--- src/sv/mgm_pkg.sv ---
// Shared types and constants of the masked 3-D gradient magnitude unit.
package mgm_pkg;

    localparam int CFG_W = 9;      // width of a size register
    localparam int CW    = 13;     // width for sizes and coordinate compares
    localparam int INT_W = 16;     // intensity field width
    localparam int MAG_W = 21;     // magnitude field width

    localparam logic [CFG_W-1:0] CFG_RESET = 9'd256;

    typedef enum logic [1:0] {
        REG_SIZE_X = 2'd0,
        REG_SIZE_Y = 2'd1,
        REG_SIZE_Z = 2'd2
    } cfg_idx_t;

    typedef enum logic {
        CMD_VOXEL = 1'b0,
        CMD_FLUSH = 1'b1
    } cmd_t;

    typedef struct packed {
        cmd_t                    cmd;
        logic signed [INT_W-1:0] intensity;
    } in_t;

    typedef struct packed {
        logic [MAG_W-1:0] magnitude;
        logic             last;
    } out_t;

    // Control that travels alongside data through the pipeline.
    typedef struct packed {
        logic valid;
        logic last;
    } tag_t;

endpackage

--- src/sv/mgm_sqrt.sv ---
// Pipelined rounded integer square root, one result bit per stage.
module mgm_sqrt #(
    parameter int K = 21
) (
    input  logic            aclk,
    input  logic            aresetn,
    input  logic            en,
    input  mgm_pkg::tag_t   in_tag,
    input  logic [2*K-1:0]  in_rad,
    output mgm_pkg::tag_t   out_tag,
    output logic [K-1:0]    out_root
);

    mgm_pkg::tag_t   tag_reg [K+1];
    logic [K-1:0]    q_reg   [K+1];
    logic [K+1:0]    r_reg   [K+1];
    logic [2*K-1:0]  n_reg   [K];
    mgm_pkg::tag_t   out_tag_reg;
    logic [K-1:0]    root_reg;

    always_ff @(posedge aclk) begin
        if (!aresetn) begin
            tag_reg[0] <= '0;
        end else if (en) begin
            tag_reg[0] <= in_tag;
        end
    end

    always_ff @(posedge aclk) begin
        if (en) begin
            q_reg[0] <= '0;
            r_reg[0] <= '0;
            n_reg[0] <= in_rad;
        end
    end

    for (genvar i = 0; i < K; i++) begin : g_step
        logic [K+1:0] sh;
        logic [K+1:0] trial;
        logic         ge;

        assign sh    = {r_reg[i][K-1:0], n_reg[i][2*K-1 -: 2]};
        assign trial = {q_reg[i], 2'b01};
        assign ge    = (sh >= trial);

        always_ff @(posedge aclk) begin
            if (!aresetn) begin
                tag_reg[i+1] <= '0;
            end else if (en) begin
                tag_reg[i+1] <= tag_reg[i];
            end
        end

        always_ff @(posedge aclk) begin
            if (en) begin
                q_reg[i+1] <= {q_reg[i][K-2:0], ge};
                r_reg[i+1] <= ge ? (sh - trial) : sh;
            end
        end

        if (i < K - 1) begin : g_shift
            always_ff @(posedge aclk) begin
                if (en) begin
                    n_reg[i+1] <= {n_reg[i][2*K-3:0], 2'b00};
                end
            end
        end
    end

    // Round to nearest: bump when the remainder exceeds the root.
    always_ff @(posedge aclk) begin
        if (!aresetn) begin
            out_tag_reg <= '0;
        end else if (en) begin
            out_tag_reg <= tag_reg[K];
        end
    end

    always_ff @(posedge aclk) begin
        if (en) begin
            root_reg <= q_reg[K] + K'(r_reg[K] > {2'b00, q_reg[K]});
        end
    end

    assign out_tag  = out_tag_reg;
    assign out_root = root_reg;

endmodule

--- config.mk ---
export PLATFORM = sky130hd
export DESIGN_NAME = mgm_sqrt
export DESIGN_NICKNAME = d
export VERILOG_FILES = /design/src/sv/mgm_pkg.sv /design/src/sv/mgm_sqrt.sv
export SDC_FILE = /design/constraint.sdc
export NUM_CORES = 2
export LEC_CHECK = 0
export ABC_AREA = 0
export BUFFER_PORTS_ARGS = -buffer_cell sky130_fd_sc_hd__buf_2
export CORE_MARGIN = 2
export CORE_UTILIZATION = 50
export DETAILED_ROUTE_END_ITERATION = 8
export PLACE_DENSITY = 0.66
export RECOVER_POWER = 25
export SYNTH_ARGS = -nofsm -noshare
export SYNTH_HDL_FRONTEND = slang
export SYNTH_SLANG_ARGS = --single-unit
--- constraint.sdc ---
create_clock -name aclk -period 3.5 [get_ports aclk]
set_input_delay 1.05 -clock aclk [delete_from_list [all_inputs] [get_ports aclk]]
set_output_delay 1.05 -clock aclk [all_outputs]
set_load 0.03 [all_outputs]
==> results.json <==
{
  "cts_max_path_buffers": 3,
  "relSlewSlack": 0.3197,
  "wire_per_inst_um": 16.25,
  "post-route-period-util": 0.9416,
  "antennaDiodeCount": 0,
  "fill_cells": 8515,
  "antenna_found_initial": 0,
  "clk-insertion-delay-late_ns": 0.72,
  "hpwl_um": 64710,
  "syn-cell-area_sq_mm": 0.05393,
  "die_area_sq_mm": 0.1105,
  "largest_register_ffs": 462,
  "ctsHtreeMaxLevel": 4,
  "grt_pass1_vias": 29580,
  "ir_drop_uv": 397.9,
  "final_common_cell": "edfxtp_1",
  "power_density_mw_per_mm2": 647.9,
  "drtIter0Drc": 2257,
  "grt_max_degree": 128,
  "ios": 70,
  "async_reset_ff_frac": 0,
  "slowest_delay_ns": 0.44,
  "synth-seq-area-share": 0.6549,
  "tightest_slew_ns": 1.012,
  "final_cell_mix": "edfxtp_1, inv_1, ha_1",
  "p_leak_nw": 23.75,
  "holdCritPathClass": "reg -> reg",
  "cts_root_buf": "clkbuf_16",
  "syn_area_per_cell_sq_um": 13.41,
  "fmax_mhz": 303.4,
  "crit_start": "r_reg[1][165]$_DFFE_PP_",
  "crit_chain": "ha_1 > and3_1 > o221ai_1 > a31oi_1 > a41oi_1 > o21ai_0 > a41o_1 > buf_12 > mux2_2",
  "worstSetupPathType": "reg -> reg",
  "met3_usage": 0.03481,
  "synthToLayoutAreaGrowth_pct": 12.38,
  "vias": 30680,
  "core.rowCount": 120,
  "yosys_warnings": 0,
  "final_core_util": 0.5662,
  "syn_inst": 4021,
  "use_met2": 0.2526,
  "final_net_count": 4549,
  "cp_max_fo": 22,
  "synth-edff-count": 1175,
  "setup_viol": 0,
  "design.core.area_sq_mm": 0.1071,
  "worst_r2r_startpoint": "r_reg[1][165]$_DFFE_PP_",
  "ys_types": 85,
  "status": "completed",
  "holdPathEnd": "n_reg[1][17]$_DFFE_PP_",
  "syn_nets": 4346,
  "drv_cap": 0,
  "cts.sinks": 1177,
  "rr_endpoint": "r_reg[2][4]$_DFFE_PP_",
  "rr_worst_depth": 9,
  "start_kind": "flip-flop",
  "ys.flop_type": "edfxtp_1",
  "multi_input_area_sq_mm": 0.01702,
  "min_path_cells": 0,
  "route.detailed.drc": 0,
  "dieWidth_um": 332.4,
  "start_util": 0.5038,
  "finish.instance_area_sq_mm": 0.06061,
  "path_delay_family": "compound AO/OA/AOI/OAI gates",
  "critical_path.slowest_cell": "a41o_1",
  "top_usage_layer": "met2",
  "viasPerCell": 5.355,
  "grt_pass1_wl_um": 151000,
  "drt-total-wl_um": 93080,
  "dr.pass1.iters": 6,
  "drive_gt1_frac": 0.09686,
  "track_usage": 0.1684,
  "fin_crit_ns": 3.296,
  "rrSetupSlack_ns": 0.20,
  "placed_cell_area_sq_mm": 0.05643,
  "crit_arrival_ns": 3.75,
  "grt_setup_unrepaired": "false",
  "finClkSkew_ns": 0.02243,
  "port_buffers": 69,
  "worst_ep_required_time_ns": 3.95,
  "cts.reportedPaths.clkPinSlew_ns": 0.05,
  "tritoncts": "yes",
  "die_h_um": 332.4,
  "synth_seq_cells": 1177,
  "cts_made_buffers": 130,
  "grt_use_met1": 0.2438,
  "final-max-slew-violation-count": 0,
  "antenna_left": 0,
  "gr-total-overflow": 0,
  "worst_setup_path_end_kind": "flip-flop",
  "tns_ns": 0,
  "critical_path_buf_inv_count": 1,
  "worstHoldStart": "n_reg[0][309]$_DFFE_PP_",
  "regArea_sq_mm": 0.03532,
  "final_hold_viol_count": 0,
  "place_congestion": 0.8621
}
[kinds of logic (layout without fill, tap and decap cells)]
logic type | Yosys count | after routing | share of synthesized area
mux | 68 | 68 | 0.01406
buf+inv | 409 | 714 | 0.02972
other cells | 1 | 1 | 0.00006953
fa+ha+maj | 278 | 278 | 0.06449
xor+xnor | 350 | 350 | 0.05684
flops | 1177 | 1177 | 0.6549
simple gates | 982 | 982 | 0.09196
compound gates | 756 | 756 | 0.08792
[stage by stage]
| step | power (mW) | hold WS (ns) | std cells | worst slack [ns] |
|---|---|---|---|---|
| global route | 41.29 | 0.4071 | 5729 | 0.01360 |
| global placement | 26.12 | 0.4003 | 5494 | 0.2884 |
| detailed placement | 26.24 | 0.4045 | 5494 | 0.2025 |
| finish | 39.27 | 0.4013 | 5729 | 0.2045 |
| floorplan | 24.14 | 0.4003 | 4021 | 0.6594 |
| CTS | 39.71 | 0.4018 | 5728 | 0.1880 |
[cell type report]
cell class / count / share of cell area
multi-input combinational: 2435 / 0.2808
timing repair buffer: 137 / 0.01734
tap: 1403 / 0.02896
clock buffer: 162 / 0.05671
clock inverter: 72 / 0.01216
sequential: 1177 / 0.5828
inverter: 343 / 0.02124
[synth_stat cells (10+ instances only)]
| master | n | area [sq um] |
|---|---|---|
| nor3_1 | 105 | 525.5 |
| nor2b_1 | 45 | 281.5 |
| a211oi_1 | 22 | 165.2 |
| nand2_1 | 223 | 837.1 |
| nand4_1 | 44 | 275.3 |
| a21oi_1 | 246 | 1231 |
| a31oi_1 | 27 | 168.9 |
| nand2b_1 | 50 | 312.8 |
| inv_1 | 343 | 1287 |
| mux2_2 | 54 | 608.1 |
| or4_1 | 10 | 75.07 |
| xor2_1 | 136 | 1191 |
| ha_1 | 278 | 3478 |
| and2_1 | 11 | 68.82 |
| o21bai_1 | 17 | 127.6 |
| and3_1 | 64 | 400.4 |
| nor4_1 | 35 | 219.0 |
| o21ai_0 | 166 | 830.8 |
| a21o_1 | 102 | 765.7 |
| clkbuf_1 | 45 | 168.9 |
| nor2_1 | 229 | 859.6 |
| o31ai_1 | 24 | 180.2 |
| o211ai_1 | 10 | 75.07 |
| buf_2 | 12 | 60.06 |
| mux2i_1 | 12 | 120.1 |
| o21a_1 | 47 | 352.8 |
| nand3_1 | 61 | 305.3 |
| or2_2 | 20 | 125.1 |
| xnor2_1 | 214 | 1874 |
| nand3b_1 | 11 | 82.58 |
| or3_1 | 37 | 231.5 |
| edfxtp_1 | 1175 | 35280 |
[worst max-delay path by stage]
stage	endpoint	slack, ns	depth (start not counted)
final	r_reg[2][4]$_DFFE_PP_	0.20	9
after global routing	r_reg[2][5]$_DFFE_PP_	0.01	9
after CTS	r_reg[2][4]$_DFFE_PP_	0.19	9
after detailed placement	r_reg[2][4]$_DFFE_PP_	0.20	9
after global placement	r_reg[1][167]$_DFFE_PP_	0.29	11
after floorplan	out_root[18]$_DFFE_PP_	0.66	15
[metal layers]
layer	routed length (um)	up-vias	part of all wire
met5	0	-	0
met1	44910	14560	0.48
met3	4762	171	0.051
met2	40920	631	0.44
met4	2486	0	0.027
li1	-	15310	-
[worst register-to-register path: cells and delay by family (launching register included)]
family | cells | cell delay, ns
AO/OA/AOI/OAI | 5 | 1.48
AND/OR/NAND/NOR | 1 | 0.22
adder cells (fa/ha/maj) | 1 | 0.39
multiplexers | 1 | 0.35
flip-flops | 1 | 0.38
buffers and inverters | 1 | 0.22
[power by group]
part | internal (mW) | switching [mW]
logic | 3.33 | 4.00
clock network | 7.84 | 5.40
registers | 17.7 | 0.963
total | 28.9 | 10.4
[what timing repair did]
| action | in CTS | in global routing |
|---|---|---|
| hold buffers | 0 | 0 |
| buffers inserted | 0 | 1 |
| gates resized for setup | 0 | 2 |
| hold endpoints to repair | 0 | 0 |
| endpoints found under the setup margin | 0 | 16 |
No activity file was read; power rests on OpenSTA's default activity.
